## src/rtl/core/rle_pkg.sv

```systemverilog
// Shared types, register indexes and palette for the RGB LED effect controller.
package rle_pkg;

  localparam int CFG_W = 10;
  localparam int TICK_W = 10;

  localparam logic [1:0] CFG_FADE_STEP_TICKS   = 2'd0;
  localparam logic [1:0] CFG_BLINK_HALF_TICKS  = 2'd1;
  localparam logic [1:0] CFG_BLINK_COLOR_INDEX = 2'd2;

  typedef enum logic [1:0] {
    MODE_RAINBOW = 2'd0,
    MODE_BLINK   = 2'd1,
    MODE_STEADY  = 2'd2
  } mode_t;

  typedef struct packed {
    logic  refresh;
    mode_t mode;
  } ctl_t;

  localparam logic [23:0] BASE_PALETTE [8] = '{
    24'h00FF00, 24'hFF0000, 24'hFF7F00, 24'hFFFF00,
    24'h9400D3, 24'h0000FF, 24'h4B0082, 24'hFFFFFF
  };

  function automatic logic [23:0] palette_entry(input logic [3:0] idx);
    return BASE_PALETTE[idx[2:0]];
  endfunction

endpackage

```

## src/rtl/core/rle_ifs.sv

```systemverilog
// Request channels of the RGB LED effect controller: tick input and color result.
interface rle_in_if;
  logic valid;
  logic ready;
  logic button_press;

  modport source (output valid, output button_press, input ready);
  modport sink (input valid, input button_press, output ready);
endinterface

interface rle_out_if;
  logic       valid;
  logic       ready;
  logic [7:0] red;
  logic [7:0] green;
  logic [7:0] blue;
  logic [1:0] mode;
  logic       refresh;

  modport source (output valid, output red, output green, output blue,
                  output mode, output refresh, input ready);
  modport sink (input valid, input red, input green, input blue,
                input mode, input refresh, output ready);
endinterface

```

## src/rtl/core/rgb_led_effect_controller.sv

```systemverilog
// RGB LED effect controller top level: configuration registers and input stage.
// Pipeline of three register stages: input, control, result.
// A request passes the input, control and result registers. Throughput: one
// request per cycle unless stalled; the control-stage counter update is the loop.
// Synchronous active-low reset: steady mode, LED off, counters cleared,
// registers at 10, 200 and 0; no clearing pass.
module rgb_led_effect_controller #(
  parameter int PALETTE_SIZE = 8,
  parameter int FADE_STEPS   = 100
) (
  input  logic                      clk,
  input  logic                      rst_n,
  rle_in_if.sink                    in_chan,
  rle_out_if.source                 out_chan,
  input  logic                      cfg_we,
  input  logic [1:0]                cfg_index,
  input  logic [rle_pkg::CFG_W-1:0] cfg_wdata
);
  import rle_pkg::*;

  localparam int PROD_W = $clog2(FADE_STEPS) + 8;

  logic [CFG_W-1:0] fade_ticks_r, blink_ticks_r;
  logic [2:0]       blink_idx_r;
  logic             s_valid_r, s_press_r, s_ready;
  logic             m_valid, m_ready;
  ctl_t             m_ctl;
  logic [2:0][7:0]  m_base;
  logic [2:0]       m_neg;
  logic [2:0][PROD_W-1:0] m_prod;

  always_ff @(posedge clk) begin
    if (!rst_n) begin
      fade_ticks_r  <= CFG_W'(10);
      blink_ticks_r <= CFG_W'(200);
      blink_idx_r   <= 3'd0;
    end else if (cfg_we) begin
      unique case (cfg_index)
        CFG_FADE_STEP_TICKS:   fade_ticks_r  <= cfg_wdata;
        CFG_BLINK_HALF_TICKS:  blink_ticks_r <= cfg_wdata;
        CFG_BLINK_COLOR_INDEX: blink_idx_r   <= cfg_wdata[2:0];
        default: ;
      endcase
    end
  end

  assign in_chan.ready = !s_valid_r || s_ready;

  always_ff @(posedge clk) begin
    if (!rst_n) begin
      s_valid_r <= 1'b0;
    end else if (in_chan.ready) begin
      s_valid_r <= in_chan.valid;
    end
  end

  always_ff @(posedge clk) begin
    if (in_chan.ready && in_chan.valid) s_press_r <= in_chan.button_press;
  end

  rle_ctrl #(
    .PALETTE_SIZE (PALETTE_SIZE),
    .FADE_STEPS   (FADE_STEPS)
  ) u_ctrl (
    .clk         (clk),
    .rst_n       (rst_n),
    .s_valid     (s_valid_r),
    .s_press     (s_press_r),
    .s_ready     (s_ready),
    .fade_ticks  (fade_ticks_r),
    .blink_ticks (blink_ticks_r),
    .blink_idx   (blink_idx_r),
    .m_valid     (m_valid),
    .m_ready     (m_ready),
    .m_ctl       (m_ctl),
    .m_base      (m_base),
    .m_neg       (m_neg),
    .m_prod      (m_prod)
  );

  rle_blend #(
    .FADE_STEPS (FADE_STEPS)
  ) u_blend (
    .clk      (clk),
    .rst_n    (rst_n),
    .m_valid  (m_valid),
    .m_ready  (m_ready),
    .m_ctl    (m_ctl),
    .m_base   (m_base),
    .m_neg    (m_neg),
    .m_prod   (m_prod),
    .out_chan (out_chan)
  );

endmodule

```

## src/rtl/core/rle_ctrl.sv

```systemverilog
// Mode, fade and blink sequencing; picks the next color and forms blend products.
module rle_ctrl #(
  parameter int PALETTE_SIZE = 8,
  parameter int FADE_STEPS   = 100
) (
  input  logic                                   clk,
  input  logic                                   rst_n,
  input  logic                                   s_valid,
  input  logic                                   s_press,
  output logic                                   s_ready,
  input  logic [rle_pkg::CFG_W-1:0]              fade_ticks,
  input  logic [rle_pkg::CFG_W-1:0]              blink_ticks,
  input  logic [2:0]                             blink_idx,
  output logic                                   m_valid,
  input  logic                                   m_ready,
  output rle_pkg::ctl_t                          m_ctl,
  output logic [2:0][7:0]                        m_base,
  output logic [2:0]                             m_neg,
  output logic [2:0][$clog2(FADE_STEPS)+7:0]     m_prod
);
  import rle_pkg::*;

  localparam int POS_W  = $clog2(PALETTE_SIZE);
  localparam int STEP_W = $clog2(FADE_STEPS);
  localparam int PROD_W = STEP_W + 8;

  mode_t               mode_r, mode_nxt;
  logic [POS_W-1:0]    pos_r, pos_nxt, pos2;
  logic [STEP_W-1:0]   step_r, step_nxt;
  logic [TICK_W-1:0]   tick_r, tick_nxt, tick_inc, fade_len, blink_len;
  logic                phase_r, phase_nxt;
  logic [STEP_W:0]     step_inc;
  logic [POS_W-1:0]    pos_inc;
  logic                take, load, rainbow;
  logic [4:0]          bidx;
  logic [2:0][7:0]     c1, c2, base, bcol;
  logic [2:0][7:0]     mag;
  logic [2:0]          neg;
  logic [2:0][PROD_W-1:0] prod;
  logic                m_valid_r;
  ctl_t                m_ctl_r;
  logic [2:0][7:0]     m_base_r;
  logic [2:0]          m_neg_r;
  logic [2:0][PROD_W-1:0] m_prod_r;

  assign s_ready = !m_valid_r || m_ready;
  assign take    = s_valid && s_ready;

  assign tick_inc  = tick_r + TICK_W'(1);
  assign fade_len  = (fade_ticks == '0) ? TICK_W'(1) : fade_ticks;
  assign blink_len = (blink_ticks == '0) ? TICK_W'(1) : blink_ticks;
  assign step_inc  = {1'b0, step_r} + (STEP_W+1)'(1);
  assign pos_inc   = (pos_r == POS_W'(PALETTE_SIZE - 1)) ? '0 : pos_r + POS_W'(1);

  // next state
  always_comb begin
    mode_nxt  = mode_r;
    pos_nxt   = pos_r;
    step_nxt  = step_r;
    tick_nxt  = tick_r;
    phase_nxt = phase_r;
    load      = 1'b0;
    rainbow   = 1'b0;
    if (take) begin
      if (s_press) begin
        tick_nxt = '0;
        unique case (mode_r)
          MODE_RAINBOW: mode_nxt = MODE_BLINK;
          MODE_BLINK:   mode_nxt = MODE_STEADY;
          default:      mode_nxt = MODE_RAINBOW;
        endcase
        if (mode_nxt == MODE_RAINBOW) begin
          step_nxt = '0;
          rainbow  = 1'b1;
          load     = 1'b1;
        end else if (mode_nxt == MODE_BLINK) begin
          phase_nxt = 1'b0;
          load      = 1'b1;
        end
      end else begin
        unique case (mode_r)
          MODE_RAINBOW: begin
            tick_nxt = tick_inc;
            if (tick_inc >= fade_len) begin
              tick_nxt = '0;
              if (step_inc >= (STEP_W+1)'(FADE_STEPS)) begin
                step_nxt = '0;
                pos_nxt  = pos_inc;
              end else begin
                step_nxt = step_inc[STEP_W-1:0];
              end
              rainbow = 1'b1;
              load    = 1'b1;
            end
          end
          MODE_BLINK: begin
            tick_nxt = tick_inc;
            if (tick_inc >= blink_len) begin
              tick_nxt  = '0;
              phase_nxt = !phase_r;
              load      = 1'b1;
            end
          end
          default: ;
        endcase
      end
    end
  end

  // color source and blend products
  always_comb begin
    bidx = {2'b00, blink_idx};
    for (int j = 0; j < 4; j++) begin
      if (bidx >= 5'(PALETTE_SIZE)) bidx = bidx - 5'(PALETTE_SIZE);
    end
    bcol = palette_entry(bidx[3:0]);
    pos2 = (pos_nxt == POS_W'(PALETTE_SIZE - 1)) ? '0 : pos_nxt + POS_W'(1);
    c1 = palette_entry(4'(pos_nxt));
    c2 = palette_entry(4'(pos2));
    for (int j = 0; j < 3; j++) begin
      neg[j] = 1'b0;
      mag[j] = '0;
      if (rainbow) begin
        base[j] = c1[j];
        neg[j]  = c2[j] < c1[j];
        mag[j]  = neg[j] ? c1[j] - c2[j] : c2[j] - c1[j];
      end else if (phase_nxt) begin
        base[j] = bcol[j];
      end else begin
        base[j] = '0;
      end
      prod[j] = PROD_W'(step_nxt) * PROD_W'(mag[j]);
    end
  end

  always_ff @(posedge clk) begin
    if (!rst_n) begin
      mode_r    <= MODE_STEADY;
      pos_r     <= '0;
      step_r    <= '0;
      tick_r    <= '0;
      phase_r   <= 1'b0;
      m_valid_r <= 1'b0;
    end else begin
      mode_r  <= mode_nxt;
      pos_r   <= pos_nxt;
      step_r  <= step_nxt;
      tick_r  <= tick_nxt;
      phase_r <= phase_nxt;
      if (s_ready) m_valid_r <= s_valid;
    end
  end

  always_ff @(posedge clk) begin
    if (take) begin
      m_ctl_r.refresh <= load;
      m_ctl_r.mode    <= mode_nxt;
      m_base_r        <= base;
      m_neg_r         <= neg;
      m_prod_r        <= prod;
    end
  end

  assign m_valid = m_valid_r;
  assign m_ctl   = m_ctl_r;
  assign m_base  = m_base_r;
  assign m_neg   = m_neg_r;
  assign m_prod  = m_prod_r;

  a_step_range: assert property (@(posedge clk) disable iff (!rst_n)
    32'(step_r) < FADE_STEPS)
    else $error("fade step out of range");

  a_pos_range: assert property (@(posedge clk) disable iff (!rst_n)
    32'(pos_r) < PALETTE_SIZE)
    else $error("palette position out of range");

  a_press_refresh: assert property (@(posedge clk) disable iff (!rst_n)
    (take && s_press) |=>
      (m_valid_r && (m_ctl_r.refresh == (m_ctl_r.mode != MODE_STEADY))))
    else $error("press refresh mismatch");

endmodule

```

## src/rtl/core/rle_blend.sv

```systemverilog
// Divides blend products by the step count and holds the shown color and result.
module rle_blend #(
  parameter int FADE_STEPS = 100
) (
  input  logic                               clk,
  input  logic                               rst_n,
  input  logic                               m_valid,
  output logic                               m_ready,
  input  rle_pkg::ctl_t                      m_ctl,
  input  logic [2:0][7:0]                    m_base,
  input  logic [2:0]                         m_neg,
  input  logic [2:0][$clog2(FADE_STEPS)+7:0] m_prod,
  rle_out_if.source                          out_chan
);
  import rle_pkg::*;

  localparam int STEP_W = $clog2(FADE_STEPS);
  localparam int PROD_W = STEP_W + 8;
  localparam int SH     = PROD_W + STEP_W;
  localparam int FULL_W = PROD_W + SH;
  localparam logic [SH-1:0] RECIP =
    SH'(((64'd1 << SH) + 64'(FADE_STEPS) - 64'd1) / 64'(FADE_STEPS));

  logic [2:0][FULL_W-1:0] full;
  logic [2:0][7:0]        quo, mix;
  logic [2:0][7:0]        shown_r;
  logic                   out_valid_r, refresh_r;
  mode_t                  mode_r;
  logic                   take;

  assign m_ready = !out_valid_r || out_chan.ready;
  assign take    = m_valid && m_ready;

  // exact floor division by reciprocal multiply
  always_comb begin
    for (int j = 0; j < 3; j++) begin
      full[j] = FULL_W'(m_prod[j]) * FULL_W'(RECIP);
      quo[j]  = full[j][SH +: 8];
      mix[j]  = m_neg[j] ? m_base[j] - quo[j] : m_base[j] + quo[j];
    end
  end

  always_ff @(posedge clk) begin
    if (!rst_n) begin
      out_valid_r <= 1'b0;
      shown_r     <= '0;
    end else begin
      if (m_ready) out_valid_r <= m_valid;
      if (take && m_ctl.refresh) shown_r <= mix;
    end
  end

  always_ff @(posedge clk) begin
    if (take) begin
      refresh_r <= m_ctl.refresh;
      mode_r    <= m_ctl.mode;
    end
  end

  assign out_chan.valid   = out_valid_r;
  assign out_chan.red     = shown_r[2];
  assign out_chan.green   = shown_r[1];
  assign out_chan.blue    = shown_r[0];
  assign out_chan.mode    = mode_r;
  assign out_chan.refresh = refresh_r;

  a_hold: assert property (@(posedge clk) disable iff (!rst_n)
    (take && !m_ctl.refresh) |=> $stable(shown_r))
    else $error("held color changed");

  a_deliver: assert property (@(posedge clk) disable iff (!rst_n)
    take |=> out_valid_r)
    else $error("taken request not presented");

  a_plain_load: assert property (@(posedge clk) disable iff (!rst_n)
    (take && m_ctl.refresh && (m_prod == '0)) |=> (shown_r == $past(m_base)))
    else $error("unblended color mismatch");

endmodule

```

## src/flat_wrapper.sv

```systemverilog
// flat-port wrapper written by rule: the top's interface ports become plain ports
module rgb_led_effect_controller_flat import rle_pkg::*;
#(
  parameter int PALETTE_SIZE = 8,
  parameter int FADE_STEPS   = 100
)
  (clk, rst_n, cfg_we, cfg_index, cfg_wdata, in_chan_valid, in_chan_button_press, in_chan_ready, out_chan_valid, out_chan_red, out_chan_green, out_chan_blue, out_chan_mode, out_chan_refresh, out_chan_ready);
  rle_in_if in_chan_i ();
  rle_out_if out_chan_i ();
  input  logic clk;
  input  logic rst_n;
  input  logic cfg_we;
  input  logic [1:0] cfg_index;
  input  logic [rle_pkg::CFG_W-1:0] cfg_wdata;
  input wire logic [$bits(in_chan_i.valid)-1:0] in_chan_valid;
  input wire logic [$bits(in_chan_i.button_press)-1:0] in_chan_button_press;
  output wire logic [$bits(in_chan_i.ready)-1:0] in_chan_ready;
  output wire logic [$bits(out_chan_i.valid)-1:0] out_chan_valid;
  output wire logic [$bits(out_chan_i.red)-1:0] out_chan_red;
  output wire logic [$bits(out_chan_i.green)-1:0] out_chan_green;
  output wire logic [$bits(out_chan_i.blue)-1:0] out_chan_blue;
  output wire logic [$bits(out_chan_i.mode)-1:0] out_chan_mode;
  output wire logic [$bits(out_chan_i.refresh)-1:0] out_chan_refresh;
  input wire logic [$bits(out_chan_i.ready)-1:0] out_chan_ready;
  assign in_chan_i.valid = in_chan_valid;
  assign in_chan_i.button_press = in_chan_button_press;
  assign in_chan_ready = in_chan_i.ready;
  assign out_chan_valid = out_chan_i.valid;
  assign out_chan_red = out_chan_i.red;
  assign out_chan_green = out_chan_i.green;
  assign out_chan_blue = out_chan_i.blue;
  assign out_chan_mode = out_chan_i.mode;
  assign out_chan_refresh = out_chan_i.refresh;
  assign out_chan_i.ready = out_chan_ready;
  rgb_led_effect_controller #(.PALETTE_SIZE(PALETTE_SIZE), .FADE_STEPS(FADE_STEPS)) u_core (.clk(clk), .rst_n(rst_n), .in_chan(in_chan_i), .out_chan(out_chan_i), .cfg_we(cfg_we), .cfg_index(cfg_index), .cfg_wdata(cfg_wdata));
endmodule
```

## config.mk

```make
export PLATFORM = sky130hd
export DESIGN_NAME = rgb_led_effect_controller_flat
export DESIGN_NICKNAME = d
export VERILOG_FILES = /design/src/rtl/core/rle_pkg.sv /design/src/rtl/core/rle_ifs.sv /design/src/rtl/core/rgb_led_effect_controller.sv /design/src/rtl/core/rle_ctrl.sv /design/src/rtl/core/rle_blend.sv /design/src/flat_wrapper.sv
export SDC_FILE = /design/constraint.sdc
export NUM_CORES = 1
export LEC_CHECK = 0
export ABC_AREA = 1
export BUFFER_PORTS_ARGS = -buffer_cell sky130_fd_sc_hd__buf_2
export CORE_MARGIN = 2
export CORE_UTILIZATION = 30
export CTS_BUF_LIST = sky130_fd_sc_hd__clkbuf_8
export CTS_CLUSTER_SIZE = 30
export DETAILED_ROUTE_END_ITERATION = 7
export SYNTH_ARGS = -nofsm -noshare
export SYNTH_HDL_FRONTEND = slang
export SYNTH_SLANG_ARGS = --single-unit
```

## constraint.sdc

```tcl
create_clock -name clk -period 26 [get_ports clk]
set_input_delay 1.3 -clock clk [delete_from_list [all_inputs] [get_ports clk]]
set_output_delay 1.3 -clock clk [all_outputs]
set_load 0.1 [all_outputs]
```

* Word-level counts from Yosys, hierarchy flattened
Memories as Yosys holds them, arrays and structs flattened.
Index checks and enable logic that the tools add are counted.
** Operators by class
- $lt $le $gt $ge :: 9
- Equality and inequality tests :: 6
- Reduce and logical (&&, ||, !) cells :: 21
- $add $sub $neg :: 16
- Multipliers :: 6
- Bitwise operators :: 3
- Muxes and demuxes :: 61
** Operators by type and width (number)
- two-way mux 24 bit :: 6
- two-way mux 8 bit :: 15
- multiplier 15 x 13 -> 27 bit (second input constant) :: 3
- subtractor 8 bit :: 9
- two-way mux 10 bit :: 5
- multiplier 7 x 8 -> 15 bit :: 3
- two-way mux 7 bit :: 6
- adder 8 bit :: 3
- less-than comparator 8 bit :: 3
- two-way mux 3 bit :: 7
- greater-or-equal comparator 10 bit :: 2
- logical NOT 10 bit :: 2
- case mux 10 bit (2 select lines) :: 1
- two-way mux 1 bit :: 15
- greater-or-equal comparator 4 bit (second input constant) :: 3
- NOT 3 -> 4 bit :: 3
- adder 10 x 1 -> 10 bit (second input constant) :: 1
- adder 7 x 1 -> 8 bit (second input constant) :: 1
- greater-or-equal comparator 8 x 7 -> 1 bit (second input constant) :: 1
- two-way mux 2 bit :: 4
- AND reduction 2 bit :: 4
- adder 3 x 1 -> 3 bit (second input constant) :: 2
- equality test 2 x 1 -> 1 bit (second input constant) :: 3
- equality test 3 bit (second input constant) :: 2
- other kinds (8) :: 18
** Word-level totals
- Output and inout bits :: 29
- Bits of input ports :: 18
- Bits in read-only memories :: 576
- Register bits :: 152
- Word-level logic and storage cells :: 151
- Memories :: 3
** Memory list
- (no name shown) :: words 8, width 24, read ports 1, clocked after memory_dff 0, wr ports 0, RTL line rle_pkg.sv:28 : return BASE_PALETTE[idx[2:0]];
- (no name shown) :: words 8, width 24, read ports 1, clocked after memory_dff 0, wr ports 0, RTL line rle_pkg.sv:28
- (no name shown) :: words 8, width 24, read ports 1, clocked after memory_dff 0, wr ports 0, RTL line rle_pkg.sv:28

* Logic depth before layout (Yosys ltp)
- Depth after elaboration :: 17
- Mapped depth :: 58
- Mapped depth without buffers :: 57

* Cells and area by module
A second synthesis with hierarchy kept.
** Unflattened totals
- Cell total of the unflattened synthesis :: 3362
- Area total of the unflattened synthesis :: 26030.0 um^2
** By module, submodules not included
- rle_blend :: cells an instance 2049, times used 1, area each 15024.4 um^2
- rle_ctrl :: cells an instance 1164, times used 1, area each 9914.5 um^2
- rgb_led_effect_controller :: cells an instance 149, times used 1, area each 1091.0 um^2

* Worst setup path after synthesis
OpenSTA, ideal clock, no wires.
- Path kind :: reg-to-reg
- From :: register u_core.u_ctrl.tick_r[0]
- To :: register u_core.u_ctrl.m_prod_r (netlist bit u_core.u_ctrl.m_prod[13]), data pin
- Data required time :: 25738 ps
- Period minus slack after synthesis :: 8832 ps
- Arrival time :: 8570 ps
- Cell stages (with the launch flop) :: 54
- Setup slack :: 17168 ps
- Path through :: dfxtp_1 > ha_1 > nand3_1 > nand3b_1 > nand3b_1 > xnor2_1 > ha_1 > nand2_1 > nor2_1 > nand3_1 > nand3_1 > nand2_2 > nor2_8 > nand2_4 > o21bai_2 > nand2_2 > inv_2 > ha_1 > [18 not listed] > inv_1 > fa_1 > inv_1 > fa_1 > inv_1 > fa_1 > inv_1 > ha_1 > nand2_1 > o21ai_0 > a21oi_1 > o21ai_0 > nand2_1 > nand2_1 > a21oi_1 > o21bai_1 > a21oi_1 > xor2_1
** RTL lines
- from (decl) :: RTL line rle_ctrl.sv:30 : logic [TICK_W-1:0] tick_r, tick_nxt, tick_inc, fade_len, blink_len;
- from (signal assigned) :: RTL line rle_ctrl.sv:148 : tick_r <= tick_nxt;
- to (signal assigned) :: RTL line rle_ctrl.sv:160 : m_prod_r <= prod;
- to (decl) :: RTL line rle_ctrl.sv:44 : logic [2:0][PROD_W-1:0] m_prod_r;

==> flow_summary.yaml <==
sta:
  post-route-period-util_pct: 37.5
  worst_pin_slew_ns: 1.09
  fin_skew_ns: 0.0203
  period_needed_ns: 9.76
  rsz0062_at_grt: "false"
  max_slew_margin_pct: 27.5
  holdWs_ns: 0.430
  setup_violations: 0
  finalMaxSlewViolations: 0
  setup_ws_ns: 16.24
  max_freq_ghz: 0.102
  fin_setup_tns_ns: 0
  hold_violations: 0
logic_synthesis:
  synth.distinct_cells: 53
  synth_edf_count: 63
  synth.ff_latch_count: 136
  syn_inst: 2791
  synth-main-ff-cell: "dfxtp_1"
  synth.avg_cell_area_um2: 8.55
  netlist_area_um2: 23900
  yosys_warnings: 0
  ys_seq_area_share_pct: 14.1
  syn_nets: 3563
  synthArstFlopShare_pct: 0
detailed_routing:
  vias_per_cell: 4.51
  remaining_drc_errors: 0
  final_antenna_net_count: 0
  avgRoutedWirePerCell_um: 13.7
  first_pass_iters: 5
  num_vias: 17600
  drt-total-wl_um: 53300
  dr.first_iter.drc_count: 837
setup_path:
  cp-end-kind: "flip-flop"
  worst_ep_required_time_ns: 26.25
  crit_fanout: 9
  rrSetupSlack_ns: 16.24
  cp.arrival_ns: 10.01
  cpMaxStageDelayCell: "fa_1"
  max_stage_delay_ns: 0.57
  startpoint_type: "flip-flop"
  worstSetupPathType: "flip-flop to flip-flop"
grt:
  grt_antenna_before_repair: 0
  grt_max_degree: 60
  grt_usage_pct: 13.6
  overflow: 0
  grt_first_pass_wirelength_um: 90900
  grt_pass1_vias: 18400
floorplanning:
  die_w_um: 286
  core_um2: 78900
  ios: 47
  start_util_pct: 30.3
  dieHeight_um: 286
  rows: 103
  die_area_um2: 81800
finish:
  fin_nets: 3608
  stdcell_area_um2: 25700
  antenna_cells: 0
  most-common-layout-cells: "inv_1 (694), ha_1 (464), nand2_1 (310)"
  final_common_cell: "inv_1"
  area_delta_synth_final_pct: 7.70
  drive_gt1_share_pct: 5.09
placed_design:
  pre_cts_ws_ns: 16.24
  gp_congestion: 0.895
  dpl-instance-area_um2: 25300
  io_buffers: 46
  dp_hpwl_um: 45700
clocking:
  cts_buffers: 17
  clockBufferDepth: 2
  cts_resized: 0
  clk_latency_ns: 0.51
  postCtsHoldBufs: 0
  postCtsSetupBuffers: 0
  htree_num_levels: 4
  cts_tree: "done"
  cts.sinks: 136
  clockRootBuffer: "clkbuf_8"
  clkTransAtPathRegs_ns: 0.08
pwr:
  power_mw: 2.32
  vdd_drop_max_uv: 90.6
  power.leakage_nw: 13.6
  power.density_nw_per_um2: 90.3
status:
  status: "completed"
worst_hold_path:
  min_path_type: "flip-flop to flip-flop"
flow_run:
  maxCapViolCount: 0
synthesized netlist by cell type (all sizes together) (16+ instances only):
master / n / area (um^2)
a21oi: 167 / 851
nand2: 328 / 1310
nor2: 192 / 762
edfxtp: 63 / 1890
dfxtp: 73 / 1460
nand3: 99 / 523
xor2: 68 / 603
nand4: 39 / 244
o21ai: 108 / 563
ha: 464 / 5810
a21o: 16 / 120
nor3: 26 / 141
o21bai: 16 / 124
xnor2: 38 / 333
inv: 700 / 2630
fa: 290 / 5810
routing by layer:
layer | part of all wire [%] | global-route usage (%)
met1 | 49 | 18.6
met2 | 47 | 23.0
met3 | 2.6 | 1.63
met4 | 1.7 | 3.30
met5 | 0 | 0
final cells by class:
type                       instances  area [um^2]
timing repair buffer              50          260
clock buffer                      18          248
tap                             1050         1310
inverter                         700         2630
clock inverter                    14          133
multi-input combinational       1931        17800
fill                            8370        53200
sequential                       136         3350
sequential cells by signal, summed over array words and instances, names as in the netlist, 2 cells and up:
| name | count |
|---|---|
| u_core.blink_idx_r | 3 |
| u_core.u_ctrl.tick_r | 10 |
| u_core.u_ctrl.m_ctl | 3 |
| u_core.u_ctrl.pos_r | 3 |
| u_core.blink_ticks_r | 10 |
| u_core.u_blend.out_chan.blue | 8 |
| u_core.u_blend.out_chan.red | 8 |
| u_core.fade_ticks_r | 10 |
| u_core.u_ctrl.m_prod | 45 |
| u_core.u_ctrl.m_base | 8 |
| u_core.u_blend.out_chan.green | 8 |
| u_core.u_ctrl.step_r | 7 |
| u_core.u_blend.out_chan.mode | 2 |
| u_core.u_ctrl.mode_r | 2 |
| u_core.u_ctrl.m_neg | 3 |
critical path, delay by kind of cell, from the launching register on:
kind | cells | cell delay (ns)
buf+inv | 8 | 0.64
compound gates | 10 | 1.42
simple gates | 22 | 2.45
xor+xnor | 2 | 0.31
flops | 1 | 0.45
fa+ha+maj | 11 | 4.21
power by group:
group          internal (mW)  switching (mW)  total [mW]
Clock                 0.0865          0.0940       0.181
Sequential             0.234          0.0136       0.247
Combinational          0.709            1.18        1.89
Total                   1.03            1.29        2.32
final timing paths:
| check | start | depth (start not counted) | end |
|---|---|---|---|
| max | u_core.u_ctrl.tick_r[0] | 53 | u_core.u_ctrl.m_prod[13] |
| min | u_core.u_ctrl.m_ctl[1] | 0 | u_core.u_blend.out_chan.mode[1] |
| max reg2reg | u_core.u_ctrl.tick_r[0] | 53 | u_core.u_ctrl.m_prod[13] |
| min reg2reg | u_core.u_ctrl.m_ctl[1] | 0 | u_core.u_blend.out_chan.mode[1] |
per-stage QoR:
step | util, % | instances
CTS | 32.6 | 3899
finish | 32.6 | 3899
global placement | 32.1 | 3867
floorplan | - | 2791
global route | 32.6 | 3899
detailed placement | 32.1 | 3867
cells by family (layout without fill, tap and decap cells):
kind of cell / Yosys count / in the layout / share of synthesized area [%]
buffers and inverters: 724 / 782 / 11.5
DFF: 136 / 136 / 14.1
xor gates and xnor gates: 106 / 106 / 3.92
adders and majority gates: 754 / 754 / 48.7
AOI/OAI and AO/OA: 358 / 358 / 8.52
and+or+nand+nor: 713 / 713 / 13.3
No activity file was read; power rests on OpenSTA's default activity.
